[src/rtl/core/assert_macros.svh]
// Assertion macros shared by the arm kinematics RTL.
`ifndef ASSERT_MACROS_SVH
`define ASSERT_MACROS_SVH
`ifndef SYNTH
// Clocked check, switched off while reset is asserted.
`define AFK_ASSERT(lbl, prop, msg) \
	lbl: assert property (@(posedge clk) disable iff (!arst_n) prop) else $error(msg);
// Clocked check that also holds during reset.
`define AFK_ASSERT_NR(lbl, prop, msg) \
	lbl: assert property (@(posedge clk) prop) else $error(msg);
`else
`define AFK_ASSERT(lbl, prop, msg)
`define AFK_ASSERT_NR(lbl, prop, msg)
`endif
`endif

[src/rtl/core/afk_pkg.sv]
// Types, constants and helper functions of the arm kinematics block.
package afk_pkg;

	// Width of the CORDIC vector components and of the residual angle.
	localparam int CW = 33;
	localparam int ZW = 31;
	localparam int TABLE_LEN = 24;
	localparam int LEN_W = 13;
	localparam int POS_W = 14;
	localparam int ANG_W = 16;
	localparam int SAT_W = 24;

	localparam int LANE_BASE = 0;
	localparam int LANE_LOWER = 1;
	localparam int LANE_UPPER = 2;

	localparam logic signed [CW-1:0] CORDIC_X0 = 33'sd652032874;

	localparam logic signed [ANG_W:0] DEG_FULL = 17'sd23040;
	localparam logic signed [ANG_W:0] DEG_HALF = 17'sd11520;
	localparam logic signed [ANG_W:0] DEG_QUARTER = 17'sd5760;

	localparam logic signed [SAT_W-1:0] OUT_MAX = 24'sd8191;
	localparam logic signed [SAT_W-1:0] OUT_MIN = -24'sd8192;

	// Arctangent of 2^-i in units of 2^-22 degree.
	localparam logic signed [ZW-1:0] ATAN_TAB [TABLE_LEN] = '{
		31'sd188743680, 31'sd111421900, 31'sd58872272, 31'sd29884485,
		31'sd15000234, 31'sd7507429, 31'sd3754631, 31'sd1877430,
		31'sd938729, 31'sd469366, 31'sd234683, 31'sd117342,
		31'sd58671, 31'sd29335, 31'sd14668, 31'sd7334,
		31'sd3667, 31'sd1833, 31'sd917, 31'sd458,
		31'sd229, 31'sd115, 31'sd57, 31'sd29
	};

	// Configuration register indexes.
	typedef enum logic [1:0] {
		REG_LOWER_LEN,
		REG_UPPER_LEN,
		REG_REACH_OFF,
		REG_HEIGHT_OFF
	} afk_reg_t;

	typedef struct packed {
		logic [LEN_W-1:0] lower_len;
		logic [LEN_W-1:0] upper_len;
		logic [LEN_W-1:0] reach_off;
		logic [LEN_W-1:0] height_off;
	} afk_cfg_t;

	localparam logic [LEN_W-1:0] RST_LOWER_LEN = 13'd2273;
	localparam logic [LEN_W-1:0] RST_UPPER_LEN = 13'd2541;
	localparam logic [LEN_W-1:0] RST_REACH_OFF = 13'd211;
	localparam logic [LEN_W-1:0] RST_HEIGHT_OFF = 13'd1706;

	// One rotator: vector, residual angle and the half-turn fold flag.
	typedef struct packed {
		logic signed [CW-1:0] x;
		logic signed [CW-1:0] y;
		logic signed [ZW-1:0] z;
		logic neg;
	} afk_rot_t;

	// Three rotators side by side: base, lower arm, upper arm.
	typedef afk_rot_t [2:0] afk_lanes_t;

	// Reduces an angle into -90..90 degree and builds the rotator seed.
	function automatic afk_rot_t seed(input logic signed [ANG_W-1:0] a);
		logic signed [ANG_W:0] m1;
		logic signed [ANG_W:0] m2;
		logic neg;
		afk_rot_t r;
		m1 = $signed({a[ANG_W-1], a});
		if (m1 >= DEG_HALF) begin
			m1 = m1 - DEG_FULL;
		end else if (m1 < -DEG_HALF) begin
			m1 = m1 + DEG_FULL;
		end
		m2 = m1;
		neg = 1'b0;
		if (m1 > DEG_QUARTER) begin
			m2 = m1 - DEG_HALF;
			neg = 1'b1;
		end else if (m1 < -DEG_QUARTER) begin
			m2 = m1 + DEG_HALF;
			neg = 1'b1;
		end
		r.x = CORDIC_X0;
		r.y = '0;
		r.z = $signed({m2[13], m2[13:0], 16'b0});
		r.neg = neg;
		return r;
	endfunction

	// Clamps a result to the output field range.
	function automatic logic signed [POS_W-1:0] sat_pos(input logic signed [SAT_W-1:0] v);
		logic signed [POS_W-1:0] r;
		if (v > OUT_MAX) begin
			r = OUT_MAX[POS_W-1:0];
		end else if (v < OUT_MIN) begin
			r = OUT_MIN[POS_W-1:0];
		end else begin
			r = v[POS_W-1:0];
		end
		return r;
	endfunction

endpackage

[src/rtl/core/afk_cordic_cell.sv]
// One CORDIC iteration for the three joint rotators, with its own stage register.
`include "assert_macros.svh"

module afk_cordic_cell #(
	parameter int unsigned SHIFT = 0
) (
	input  logic                clk,
	input  logic                arst_n,
	input  logic                in_valid,
	output logic                in_ready,
	input  afk_pkg::afk_lanes_t in_rot,
	output logic                out_valid,
	input  logic                out_ready,
	output afk_pkg::afk_lanes_t out_rot
);

	localparam logic signed [afk_pkg::ZW-1:0] ATAN = afk_pkg::ATAN_TAB[SHIFT];

	logic                valid_s1;
	afk_pkg::afk_lanes_t rot_s1;
	afk_pkg::afk_lanes_t rot_next;

	always_comb begin
		for (int k = 0; k < 3; k++) begin
			rot_next[k].neg = in_rot[k].neg;
			if (!in_rot[k].z[afk_pkg::ZW-1]) begin
				rot_next[k].x = in_rot[k].x - (in_rot[k].y >>> SHIFT);
				rot_next[k].y = in_rot[k].y + (in_rot[k].x >>> SHIFT);
				rot_next[k].z = in_rot[k].z - ATAN;
			end else begin
				rot_next[k].x = in_rot[k].x + (in_rot[k].y >>> SHIFT);
				rot_next[k].y = in_rot[k].y - (in_rot[k].x >>> SHIFT);
				rot_next[k].z = in_rot[k].z + ATAN;
			end
		end
	end

	assign in_ready = !valid_s1 || out_ready;

	always_ff @(posedge clk or negedge arst_n) begin
		if (!arst_n) begin
			valid_s1 <= 1'b0;
		end else if (in_ready) begin
			valid_s1 <= in_valid;
		end
	end

	always_ff @(posedge clk) begin
		if (in_ready && in_valid) begin
			rot_s1 <= rot_next;
		end
	end

	assign out_valid = valid_s1;
	assign out_rot = rot_s1;

	`AFK_ASSERT(a_cell_hold, (valid_s1 && !out_ready) |=> (valid_s1 && $stable(rot_s1)), "cell lost a held request")

endmodule

[config.mk]
export PLATFORM = sky130hd
export DESIGN_NAME = afk_cordic_cell
export DESIGN_NICKNAME = d
export VERILOG_FILES = /design/src/rtl/core/afk_pkg.sv /design/src/rtl/core/afk_cordic_cell.sv
export VERILOG_INCLUDE_DIRS = /design/src /design/src/rtl/core
export SDC_FILE = /design/constraint.sdc
export NUM_CORES = 1
export LEC_CHECK = 0
export BUFFER_PORTS_ARGS = -buffer_cell sky130_fd_sc_hd__buf_2
export CAP_MARGIN = 20
export CELL_PAD_IN_SITES_DETAIL_PLACEMENT = 1
export CELL_PAD_IN_SITES_GLOBAL_PLACEMENT = 1
export CORE_MARGIN = 1.5
export CORE_UTILIZATION = 38
export CTS_CLUSTER_SIZE = 12
export DETAILED_ROUTE_END_ITERATION = 16
export PLACE_DENSITY = 0.83
export SLEW_MARGIN = 25
export SYNTH_ARGS = -nofsm -noshare
export SYNTH_HDL_FRONTEND = slang
export SYNTH_SLANG_ARGS = --single-unit
[constraint.sdc]
create_clock -name clk -period 7.9 [get_ports clk]
set_input_delay 2.37 -clock clk [delete_from_list [all_inputs] [get_ports clk]]
set_output_delay 2.37 -clock clk [all_outputs]
set_load 0.1 [all_outputs]
== Word-level counts from Yosys, hierarchy flattened ==
Cells that the tools add are included.
Operators by class
  add/sub/neg operators: 15
  muxes and demuxes: 3
  reduce and logical (&&, ||, !) cells: 3
Operator list (count)
  $mux W97: 3
  $sub A33 B33 Y33: 6
  $add A33 B33 Y33: 3
  $add A31 B29 Y31 const B: 3
  $sub A31 B29 Y31 const B: 3
  $logic_and A1 B1 Y1: 1
  $logic_not A1 Y1: 1
  $logic_or A1 B1 Y1: 1
Storage, ports and cells
  bits in registers: 295
  input port bits: 298
  output and inout bits: 296

== Logic depth before layout (Yosys ltp) ==
Gate-level depths: netlist of run 1.
  depth in word-level cells: 3
  gate-level depth with buffers: 13
  mapped depth without buffers: 12

== Least setup slack after synthesis of run 1 ==
OpenSTA, ideal clock, no wires.
  path kind: input -> register
  from: input out_ready
  to: register rot_s1, in the netlist out_rot[0] (enable)
  setup time: 687 ps
  data arrival time: 9860 ps
  slack: -2647 ps
  cell stages on the path: 2
  cell sequence: nand2b_1 and2_1
On the way
  cells in the longest elaborated chain, start to end: 2
Ends and longest elaborated chain
  from (decl): RTL line afk_cordic_cell.sv:13  | input logic out_ready,
  $logic_or A1 B1 Y1: RTL line afk_cordic_cell.sv:38  | assign in_ready = !valid_s1 || out_ready;
  $logic_and A1 B1 Y1: RTL line afk_cordic_cell.sv:49  | if (in_ready && in_valid) begin
  to (signal assigned): RTL line afk_cordic_cell.sv:50  | rot_s1 <= rot_next;
  to (decl): RTL line afk_cordic_cell.sv:20  | afk_pkg::afk_lanes_t rot_s1;
Every way passes these cells.
A chain may end at the register's enable or synchronous reset.

==> impl_metrics.prom, run 1 <==
# TYPE chip_impl_metric gauge
chip_impl_info{name="outcome",value="finished, final reports clean"} 1
chip_impl_metric{name="synth_edf_count",unit=""} 291
chip_impl_metric{name="timing.max_cap.violations",unit=""} 0
chip_impl_metric{name="route.antenna.remaining_nets",unit=""} 0
chip_impl_metric{name="yosys_register_bits",unit=""} 292
chip_impl_metric{name="cts_num_sinks",unit=""} 292
chip_impl_metric{name="cts_resized",unit=""} 0
chip_impl_info{name="main_combinational_cell_family_by_area_after_synthesis",value="compound AO/OA/AOI/OAI gates"} 1
chip_impl_metric{name="largest_net_degree_at_the_start_of_global_routing",unit=""} 129
chip_impl_metric{name="finalSetupViolations",unit=""} 0
chip_impl_info{name="timing.critical_path.from_type",value="input port"} 1
chip_impl_info{name="min-delay-path-class",value="flop to flop"} 1
chip_impl_metric{name="synth_top_cell_area_share",unit="%"} 33.0
chip_impl_info{name="ys.flop_type",value="sky130_fd_sc_hd__edfxtp_1"} 1
chip_impl_info{name="ctsRootBufferMaster",value="sky130_fd_sc_hd__clkbuf_16"} 1
chip_impl_metric{name="area.sequential",unit="mm^2"} 0.00876
chip_impl_metric{name="layout-drive-gt1-share",unit="%"} 20.3
chip_impl_metric{name="drt-pass1-iter-count",unit=""} 6
chip_impl_metric{name="dp_hpwl",unit="um"} 83500
chip_impl_metric{name="cts_setup_buffers",unit=""} 0
chip_impl_info{name="synthDominantAreaCellType",value="sky130_fd_sc_hd__edfxtp_1"} 1
chip_impl_metric{name="floorplan.die_area",unit="mm^2"} 0.0713
chip_impl_metric{name="cp_data_arrival_time",unit="ps"} 5820
chip_impl_metric{name="cts_buf_count",unit=""} 37
chip_impl_metric{name="detail_route.drc_violations",unit=""} 0
chip_impl_metric{name="timing.setup.tns",unit="ps"} 0
chip_impl_metric{name="io_pins",unit=""} 594
chip_impl_info{name="critPathCaptureType",value="flop"} 1
chip_impl_metric{name="core_area",unit="mm^2"} 0.0688
chip_impl_metric{name="max_slew.worst_pin.slew",unit="ps"} 1090
chip_impl_metric{name="yosys.area_share.xor_xnor",unit="%"} 6.71
chip_impl_metric{name="drtIter0Drc",unit=""} 2183
chip_impl_metric{name="hold_violations",unit=""} 0
chip_impl_metric{name="fraction_of_the_mapped_netlist_area_in_adder_cells",unit="%"} 15.5
chip_impl_metric{name="mux_share_of_post_synthesis_cell_area",unit="%"} 1.47
chip_impl_info{name="tritoncts",value="done"} 1
chip_impl_metric{name="slew_headroom",unit="%"} 27.4
chip_impl_metric{name="post-route-period-util",unit="%"} 70.0
chip_impl_metric{name="fp.dieH",unit="um"} 267
chip_impl_metric{name="wire_length_of_the_first_global_routing_pass",unit="um"} 157000
chip_impl_metric{name="total_leakage_power",unit="nW"} 13.9
chip_impl_metric{name="clock_tree.buffer_depth",unit=""} 3
chip_impl_metric{name="numPortBuffers",unit=""} 593
chip_impl_metric{name="synth_nets",unit=""} 3602
chip_impl_metric{name="cp.required",unit="ps"} 8190
chip_impl_metric{name="route.detailed.wl_per_inst",unit="um"} 23.8
chip_impl_metric{name="grt_antenna_before_repair",unit=""} 18
chip_impl_metric{name="area_of_the_multi_input_gates",unit="mm^2"} 0.0160
chip_impl_metric{name="post-route-min-period",unit="ps"} 5530
chip_impl_metric{name="cts_max_level",unit=""} 2
chip_impl_metric{name="compound_gate_fraction_of_synth_area",unit="%"} 23.9
chip_impl_metric{name="grt_pass1_vias",unit=""} 26042
chip_impl_metric{name="clk-insertion-delay-late",unit="ps"} 550
chip_impl_info{name="rsz0062_at_grt",value="no"} 1
chip_impl_metric{name="finalWirelength",unit="um"} 106000
chip_impl_metric{name="die_w",unit="um"} 267
chip_impl_info{name="ys_top_cells_by_area",value="sky130_fd_sc_hd__edfxtp_1 (33%), sky130_fd_sc_hd__ha_1 (15%), sky130_fd_sc_hd__a21oi_1 (6.7%), sky130_fd_sc_hd__xnor2_1 (5.8%), sky130_fd_sc_hd__inv_1 (4.3%)"} 1
chip_impl_metric{name="post_cts_hold_buffer_count",unit=""} 0
chip_impl_metric{name="fin_worst_skew",unit="ps"} 12.9
chip_impl_metric{name="syn-mean-instance-area",unit="um^2"} 8.88
chip_impl_metric{name="flow.area_growth_from_synthesis",unit="%"} 18.5
chip_impl_metric{name="routed_via_count_divided_by_cell_count",unit=""} 5.72
chip_impl_metric{name="synth_seq_area_share",unit="%"} 33.1
chip_impl_metric{name="groute.usage.overall",unit="%"} 28.4
chip_impl_metric{name="report.power.total",unit="mW"} 6.75
chip_impl_metric{name="async_set_or_reset_register_ratio_after_synthesis",unit="%"} 0.342
chip_impl_metric{name="mappedNetlistArea",unit="mm^2"} 0.0265
chip_impl_metric{name="worst_ir_drop_vdd",unit="V"} 0.000222
chip_impl_metric{name="finish.net_count",unit=""} 4111
chip_impl_metric{name="post_synth_and_or_nand_nor_area_fraction",unit="%"} 12.6
chip_impl_metric{name="yosysWarningCount",unit=""} 0
chip_impl_metric{name="vias",unit=""} 25554
chip_impl_metric{name="syn-instance-count",unit=""} 2983
chip_impl_metric{name="fillers",unit=""} 8292
chip_impl_metric{name="core.rowCount",unit=""} 96
chip_impl_metric{name="gp_routability_congestion",unit=""} 0.956
chip_impl_metric{name="max_freq",unit="MHz"} 181
chip_impl_metric{name="hold_slack",unit="ps"} 601
chip_impl_metric{name="path_max_fanout",unit=""} 13
chip_impl_metric{name="finalMaxSlewViolations",unit=""} 0
chip_impl_metric{name="power_density",unit="mW/mm^2"} 215
chip_impl_metric{name="ys_types",unit=""} 98
chip_impl_metric{name="grt-ovfl-total",unit=""} 0
chip_impl_metric{name="clock_transition_at_the_registers_of_the_reported_paths",unit="ps"} 60
chip_impl_metric{name="initial_utilization",unit="%"} 38.5
chip_impl_info{name="timing_worst_setup_path_type",value="input port to flop"} 1
==> synthesized netlist by cell type (7+ instances only) <==
| cell | instances |
|---|---|
| sky130_fd_sc_hd__a221o_1 | 8 |
| sky130_fd_sc_hd__nor3_1 | 57 |
| sky130_fd_sc_hd__o21ai_0 | 179 |
| sky130_fd_sc_hd__a211oi_1 | 40 |
| sky130_fd_sc_hd__o211ai_1 | 30 |
| sky130_fd_sc_hd__a221oi_1 | 10 |
| sky130_fd_sc_hd__or4_1 | 11 |
| sky130_fd_sc_hd__buf_2 | 17 |
| sky130_fd_sc_hd__inv_1 | 302 |
| sky130_fd_sc_hd__nand3_1 | 36 |
| sky130_fd_sc_hd__nor2_1 | 256 |
| sky130_fd_sc_hd__xnor2_1 | 174 |
| sky130_fd_sc_hd__nand3b_1 | 9 |
| sky130_fd_sc_hd__nand4_1 | 31 |
| sky130_fd_sc_hd__nor4_1 | 24 |
| sky130_fd_sc_hd__a21o_1 | 72 |
| sky130_fd_sc_hd__a21oi_1 | 356 |
| sky130_fd_sc_hd__clkbuf_1 | 91 |
| sky130_fd_sc_hd__and2_1 | 12 |
| sky130_fd_sc_hd__or2_2 | 22 |
| sky130_fd_sc_hd__xor2_1 | 29 |
| sky130_fd_sc_hd__ha_1 | 309 |
| sky130_fd_sc_hd__o31ai_1 | 35 |
| sky130_fd_sc_hd__a2111oi_0 | 9 |
| sky130_fd_sc_hd__o41ai_1 | 8 |
| sky130_fd_sc_hd__a311oi_1 | 7 |
| sky130_fd_sc_hd__a21boi_0 | 13 |
| sky130_fd_sc_hd__edfxtp_1 | 291 |
| sky130_fd_sc_hd__nand2b_1 | 23 |
| sky130_fd_sc_hd__o21a_1 | 23 |
| sky130_fd_sc_hd__nor2b_1 | 40 |
| sky130_fd_sc_hd__a31oi_1 | 26 |
| sky130_fd_sc_hd__mux2i_1 | 39 |
| sky130_fd_sc_hd__buf_1 | 16 |
| sky130_fd_sc_hd__clkinv_1 | 14 |
| sky130_fd_sc_hd__o21bai_1 | 77 |
| sky130_fd_sc_hd__nand2_1 | 112 |
| sky130_fd_sc_hd__o22ai_1 | 7 |
| sky130_fd_sc_hd__a211o_1 | 8 |
| sky130_fd_sc_hd__o311ai_0 | 11 |
| sky130_fd_sc_hd__or3_1 | 15 |
| sky130_fd_sc_hd__fa_1 | 12 |
| sky130_fd_sc_hd__and3_1 | 11 |
==> flip-flops by register name, summed over array words and instances (netlist names) <==
register,count
out_valid,1
out_rot,291
==> through the flow <==
step | instance area, um^2 | worst slack, ps | util, % | std cells
detailed placement | 30100 | 1920 | 43.8 | 4384
global route | 31400 | 2190 | 45.6 | 4462
global placement | 30100 | 2030 | 43.8 | 4384
finish | 31400 | 2370 | 45.6 | 4465
CTS | 31300 | 2500 | 45.5 | 4450
floorplan | 26500 | 557 | - | 2983
==> placed cells by master, fill, tap and decap left out, drive strengths merged, types with 17 or more instances in the layout <==
master / count
xor2: 29
o21a: 23
a21oi: 357
o21bai: 77
xnor2: 174
edfxtp: 291
mux2i: 39
nand4: 32
clkinv: 24
a211oi: 41
buf: 603
clkbuf: 44
nor4: 24
a21o: 73
nor2b: 40
or2: 25
ha: 309
nor3: 58
nand2b: 23
nand2: 112
o31ai: 37
inv: 309
nand3: 36
a31oi: 26
o21ai: 184
nor2: 256
or3: 17
o211ai: 31
==> layer usage <==
metal  track usage [%]  part of all wire, %
met1              33.2                   39
met4              16.0                  5.5
met5                 0                0.040
met2              49.2                   49
met3              4.50                  6.7
==> cells by family after synthesis <==
group | count (synthesis)
mux | 39
buf+inv | 452
compound gates | 992
simple gates | 684
fa+ha+maj | 321
xor+xnor | 203
flops | 292
==> worst paths after layout <==
check	startpoint	end	slack, ps	cells after the start
setup / recovery	in_rot[142]	out_rot[160]	2370	12
hold / removal	out_valid	out_valid	600	2
setup reg to reg	out_valid	out_rot[30]	5610	3
hold reg to reg	out_valid	out_valid	600	2
max in group asynchronous	arst_n	out_valid	6150	1
min in group asynchronous	arst_n	out_valid	1620	1
==> area by class of cell <==
type	instances	area share, %
inverter	319	3.82
timing repair buffer	603	9.73
clock buffer	44	3.03
sequential	292	27.9
antenna	15	0.120
tap	931	3.71
multi-input combinational	2239	50.9
clock inverter	22	0.809
==> critical path: stages <==
cell	delay, ps
sky130_fd_sc_hd__buf_2	110
sky130_fd_sc_hd__inv_1	50
sky130_fd_sc_hd__ha_1	700
sky130_fd_sc_hd__nand2_1	220
sky130_fd_sc_hd__nor4_1	600
sky130_fd_sc_hd__a221oi_1	190
sky130_fd_sc_hd__o31ai_1	170
sky130_fd_sc_hd__o2111ai_1	230
sky130_fd_sc_hd__a31oi_1	360
sky130_fd_sc_hd__o21ai_0	180
sky130_fd_sc_hd__mux2i_1	140
sky130_fd_sc_hd__or4b_1	510
==> report_power, final <==
group          internal (mW)  leakage [nW]  total (mW)  switching, mW
sequential              1.95          2.78        2.01         0.0603
clock                   1.03         0.586        1.75          0.720
combinational          0.705          10.5        3.00           2.29
total                   3.68          13.9        6.75           3.07
Power figures use the tool's default switching activity.
==> run 2, diff against run 1 <==
clock period = 4.8 ns   (was 7.9 ns; I/O delays follow)
==> impl_metrics.prom, run 2 (synthesis gave the netlist of run 1 again) <==
# TYPE chip_impl_metric gauge
chip_impl_info{name="outcome",value="finished, final reports clean"} 1
chip_impl_metric{name="route.antenna.remaining_nets",unit=""} 0
chip_impl_metric{name="wire_length_of_the_first_global_routing_pass",unit="um"} 162000
chip_impl_metric{name="area.sequential",unit="mm^2"} 0.00876
chip_impl_metric{name="drtIter0Drc",unit=""} 2079
chip_impl_metric{name="hold_violations",unit=""} 0
chip_impl_metric{name="dp_hpwl",unit="um"} 85400
chip_impl_info{name="min-delay-start",value="out_valid"} 1
chip_impl_info{name="tritoncts",value="done"} 1
chip_impl_info{name="rsz0062_at_grt",value="no"} 1
chip_impl_metric{name="floorplan.die_area",unit="mm^2"} 0.0713
chip_impl_metric{name="drt-pass1-iter-count",unit=""} 6
chip_impl_metric{name="core.rowCount",unit=""} 96
chip_impl_metric{name="power_density",unit="mW/mm^2"} 355
chip_impl_metric{name="post-route-period-util",unit="%"} 90.3
chip_impl_metric{name="detail_route.drc_violations",unit=""} 0
chip_impl_metric{name="combinationalPowerShare",unit="%"} 44.2
chip_impl_info{name="crit_chain",value="buf_2 > inv_1 > ha_1 > fa_1 > nor2b_1 > o21ai_1 > a21oi_1 > o211ai_1 > a311oi_2 > a31oi_1 > o311a_1 > a211oi_1 > xor2_1"} 1
chip_impl_metric{name="route.detailed.wl_per_inst",unit="um"} 23.7
chip_impl_metric{name="power.share.clock",unit="%"} 27.0
chip_impl_metric{name="groute.usage.overall",unit="%"} 29.3
chip_impl_metric{name="routed_via_count_divided_by_cell_count",unit=""} 5.72
chip_impl_metric{name="grt_pass1_vias",unit=""} 27158
chip_impl_info{name="regToRegStartpoint",value="out_valid"} 1
chip_impl_metric{name="slew_headroom",unit="%"} 32.3
chip_impl_metric{name="power_report.internal_total",unit="mW"} 6.36
chip_impl_metric{name="core_area",unit="mm^2"} 0.0688
chip_impl_metric{name="max_freq",unit="MHz"} 231
chip_impl_metric{name="seq_power_share",unit="%"} 28.8
chip_impl_metric{name="fin_worst_skew",unit="ps"} 23.5
chip_impl_metric{name="largest_net_degree_at_the_start_of_global_routing",unit=""} 90
chip_impl_metric{name="largest_register_ffs",unit=""} 291
chip_impl_info{name="final_common_cell",value="sky130_fd_sc_hd__buf_2"} 1
chip_impl_info{name="critical-path-slowest-cell",value="sky130_fd_sc_hd__a211oi_1"} 1
chip_impl_metric{name="cts_buf_count",unit=""} 38
chip_impl_metric{name="clock_transition_at_the_registers_of_the_reported_paths",unit="ps"} 60
chip_impl_metric{name="total_leakage_power",unit="nW"} 14.5
chip_impl_info{name="ctsRootBufferMaster",value="sky130_fd_sc_hd__clkbuf_16"} 1
chip_impl_metric{name="worst_hold_path_depth",unit=""} 2
chip_impl_metric{name="cp.required",unit="ps"} 5080
chip_impl_metric{name="layout-drive-gt1-share",unit="%"} 22.8
chip_impl_metric{name="path_max_fanout",unit=""} 4
chip_impl_metric{name="clock_tree.buffer_depth",unit=""} 3
chip_impl_metric{name="finish.net_count",unit=""} 4227
chip_impl_metric{name="gp_routability_congestion",unit=""} 0.974
chip_impl_metric{name="vias",unit=""} 26212
chip_impl_metric{name="final_area",unit="mm^2"} 0.0324
chip_impl_metric{name="area_of_the_multi_input_gates",unit="mm^2"} 0.0160
chip_impl_metric{name="initial_utilization",unit="%"} 38.5
chip_impl_metric{name="timing.reg2reg.setup_slack",unit="ps"} 2780
chip_impl_metric{name="io_pins",unit=""} 594
chip_impl_metric{name="clk-insertion-delay-late",unit="ps"} 560
chip_impl_metric{name="grt_antenna_before_repair",unit=""} 16
chip_impl_metric{name="finalSetupViolations",unit=""} 0
chip_impl_info{name="holdPathEnd",value="out_valid"} 1
chip_impl_metric{name="fillers",unit=""} 8310
chip_impl_info{name="min-delay-path-class",value="flop to flop"} 1
chip_impl_metric{name="cts_num_sinks",unit=""} 292
chip_impl_metric{name="placed_cell_area",unit="mm^2"} 0.0310
chip_impl_info{name="commonest_cells_after_routing_fill_and_taps_aside",value="sky130_fd_sc_hd__buf_2 (593), sky130_fd_sc_hd__a21oi_1 (356), sky130_fd_sc_hd__ha_1 (309)"} 1
chip_impl_metric{name="post_cts_hold_buffer_count",unit=""} 0
chip_impl_metric{name="cts_resized",unit=""} 0
chip_impl_metric{name="grt-ovfl-total",unit=""} 0
chip_impl_info{name="critPathCaptureType",value="flop"} 1
chip_impl_metric{name="critical_path.max_stage_delay",unit="ps"} 450
chip_impl_metric{name="die_w",unit="um"} 267
chip_impl_metric{name="max_slew.worst_pin.slew",unit="ps"} 1010
chip_impl_info{name="timing.rr.end",value="out_rot[60]"} 1
chip_impl_metric{name="cp_data_arrival_time",unit="ps"} 4620
chip_impl_metric{name="finalWirelength",unit="um"} 109000
chip_impl_metric{name="power.share.switching",unit="%"} 44.7
chip_impl_info{name="timing.critical_path.from_type",value="input port"} 1
chip_impl_metric{name="fp.dieH",unit="um"} 267
chip_impl_metric{name="timing.max_cap.violations",unit=""} 0
chip_impl_metric{name="flow.area_growth_from_synthesis",unit="%"} 22.3
chip_impl_metric{name="post-route-min-period",unit="ps"} 4330
chip_impl_metric{name="finalMaxSlewViolations",unit=""} 0
chip_impl_metric{name="cts_setup_buffers",unit=""} 0
chip_impl_metric{name="cts_max_level",unit=""} 2
chip_impl_metric{name="worst_r2r_path_depth",unit=""} 3
chip_impl_metric{name="numPortBuffers",unit=""} 593
chip_impl_info{name="timing_worst_setup_path_type",value="input port to flop"} 1
chip_impl_metric{name="worst_ir_drop_vdd",unit="V"} 0.000343
chip_impl_metric{name="power.switching",unit="mW"} 5.14
chip_impl_metric{name="timing.setup.tns",unit="ps"} 0
[run 2: cell types whose count changed in the layout (fill, tap and decap cells not counted), sizes merged]
cell and change:
clkinv +1, bufinv +2, clkinvlp -1, clkbuf +4, inv -2, diode -3
buf +115
[run 2: worst max-delay path by stage]
| stage | from | endpoint | slack, ps | depth (start not counted) |
|---|---|---|---|---|
| detailed placement | in_rot[163] | out_rot[193] | 2 | 13 |
| global placement | in_rot[163] | out_rot[193] | 30 | 13 |
| floorplan | out_ready | out_rot[0] | 290 | 2 |
| CTS | in_rot[163] | out_rot[193] | 590 | 13 |
| finish | in_rot[163] | out_rot[193] | 470 | 13 |
| global route | in_rot[130] | out_rot[189] | 300 | 12 |
[run 2: routing by layer]
metal  vias to the layer above  GRT usage, %  part of all wire [%]
met5                         -             0                 0.059
met4                         8          16.8                   5.8
met3                       297          5.47                   6.8
met2                      1118          51.7                    50
met1                     12801          33.1                    38
li1                      11988             -                     -
[run 2: cell type report]
cell class	instances	area share, %
multi-input combinational	2239	49.3
sequential	292	27.1
timing repair buffer	718	12.2
inverter	319	3.70
tap	931	3.60
clock buffer	48	3.12
clock inverter	22	0.996
antenna	12	0.0927
[run 2: critical path, delay by kind of cell]
kind	cells	cell delay (ps)
AND/OR/NAND/NOR	1	170
buffers and inverters	2	150
XOR/XNOR	1	110
AO/OA/AOI/OAI	7	2100
adder cells (fa/ha/maj)	2	630
[run 2: per-stage QoR]
| step | hold WS (ps) | worst slack [ps] | total power [mW] | cells | utilization [%] |
|---|---|---|---|---|---|
| final | 612 | 466 | 11.5 | 4581 | 47.1 |
| after global routing | 613 | 298 | 11.9 | 4579 | 47.1 |
| after global placement | 546 | 26.6 | 8.24 | 4499 | 45.1 |
| after CTS | 609 | 588 | 11.5 | 4569 | 47.0 |
| after detailed placement | 559 | 1.92 | 8.33 | 4499 | 45.1 |
| after floorplan | 1140 | 293 | 7.00 | 2983 | - |
[run 2: power groups by stage]
stage | Sequential, mW | Clock, mW | Combinational [mW]
after floorplan | 5.12 | 0 | 1.88
after global placement | 3.34 | 0 | 4.90
after detailed placement | 3.35 | 0 | 4.98
after CTS | 3.31 | 3.17 | 5.02
after global routing | 3.32 | 3.23 | 5.33
final | 3.31 | 3.11 | 5.08
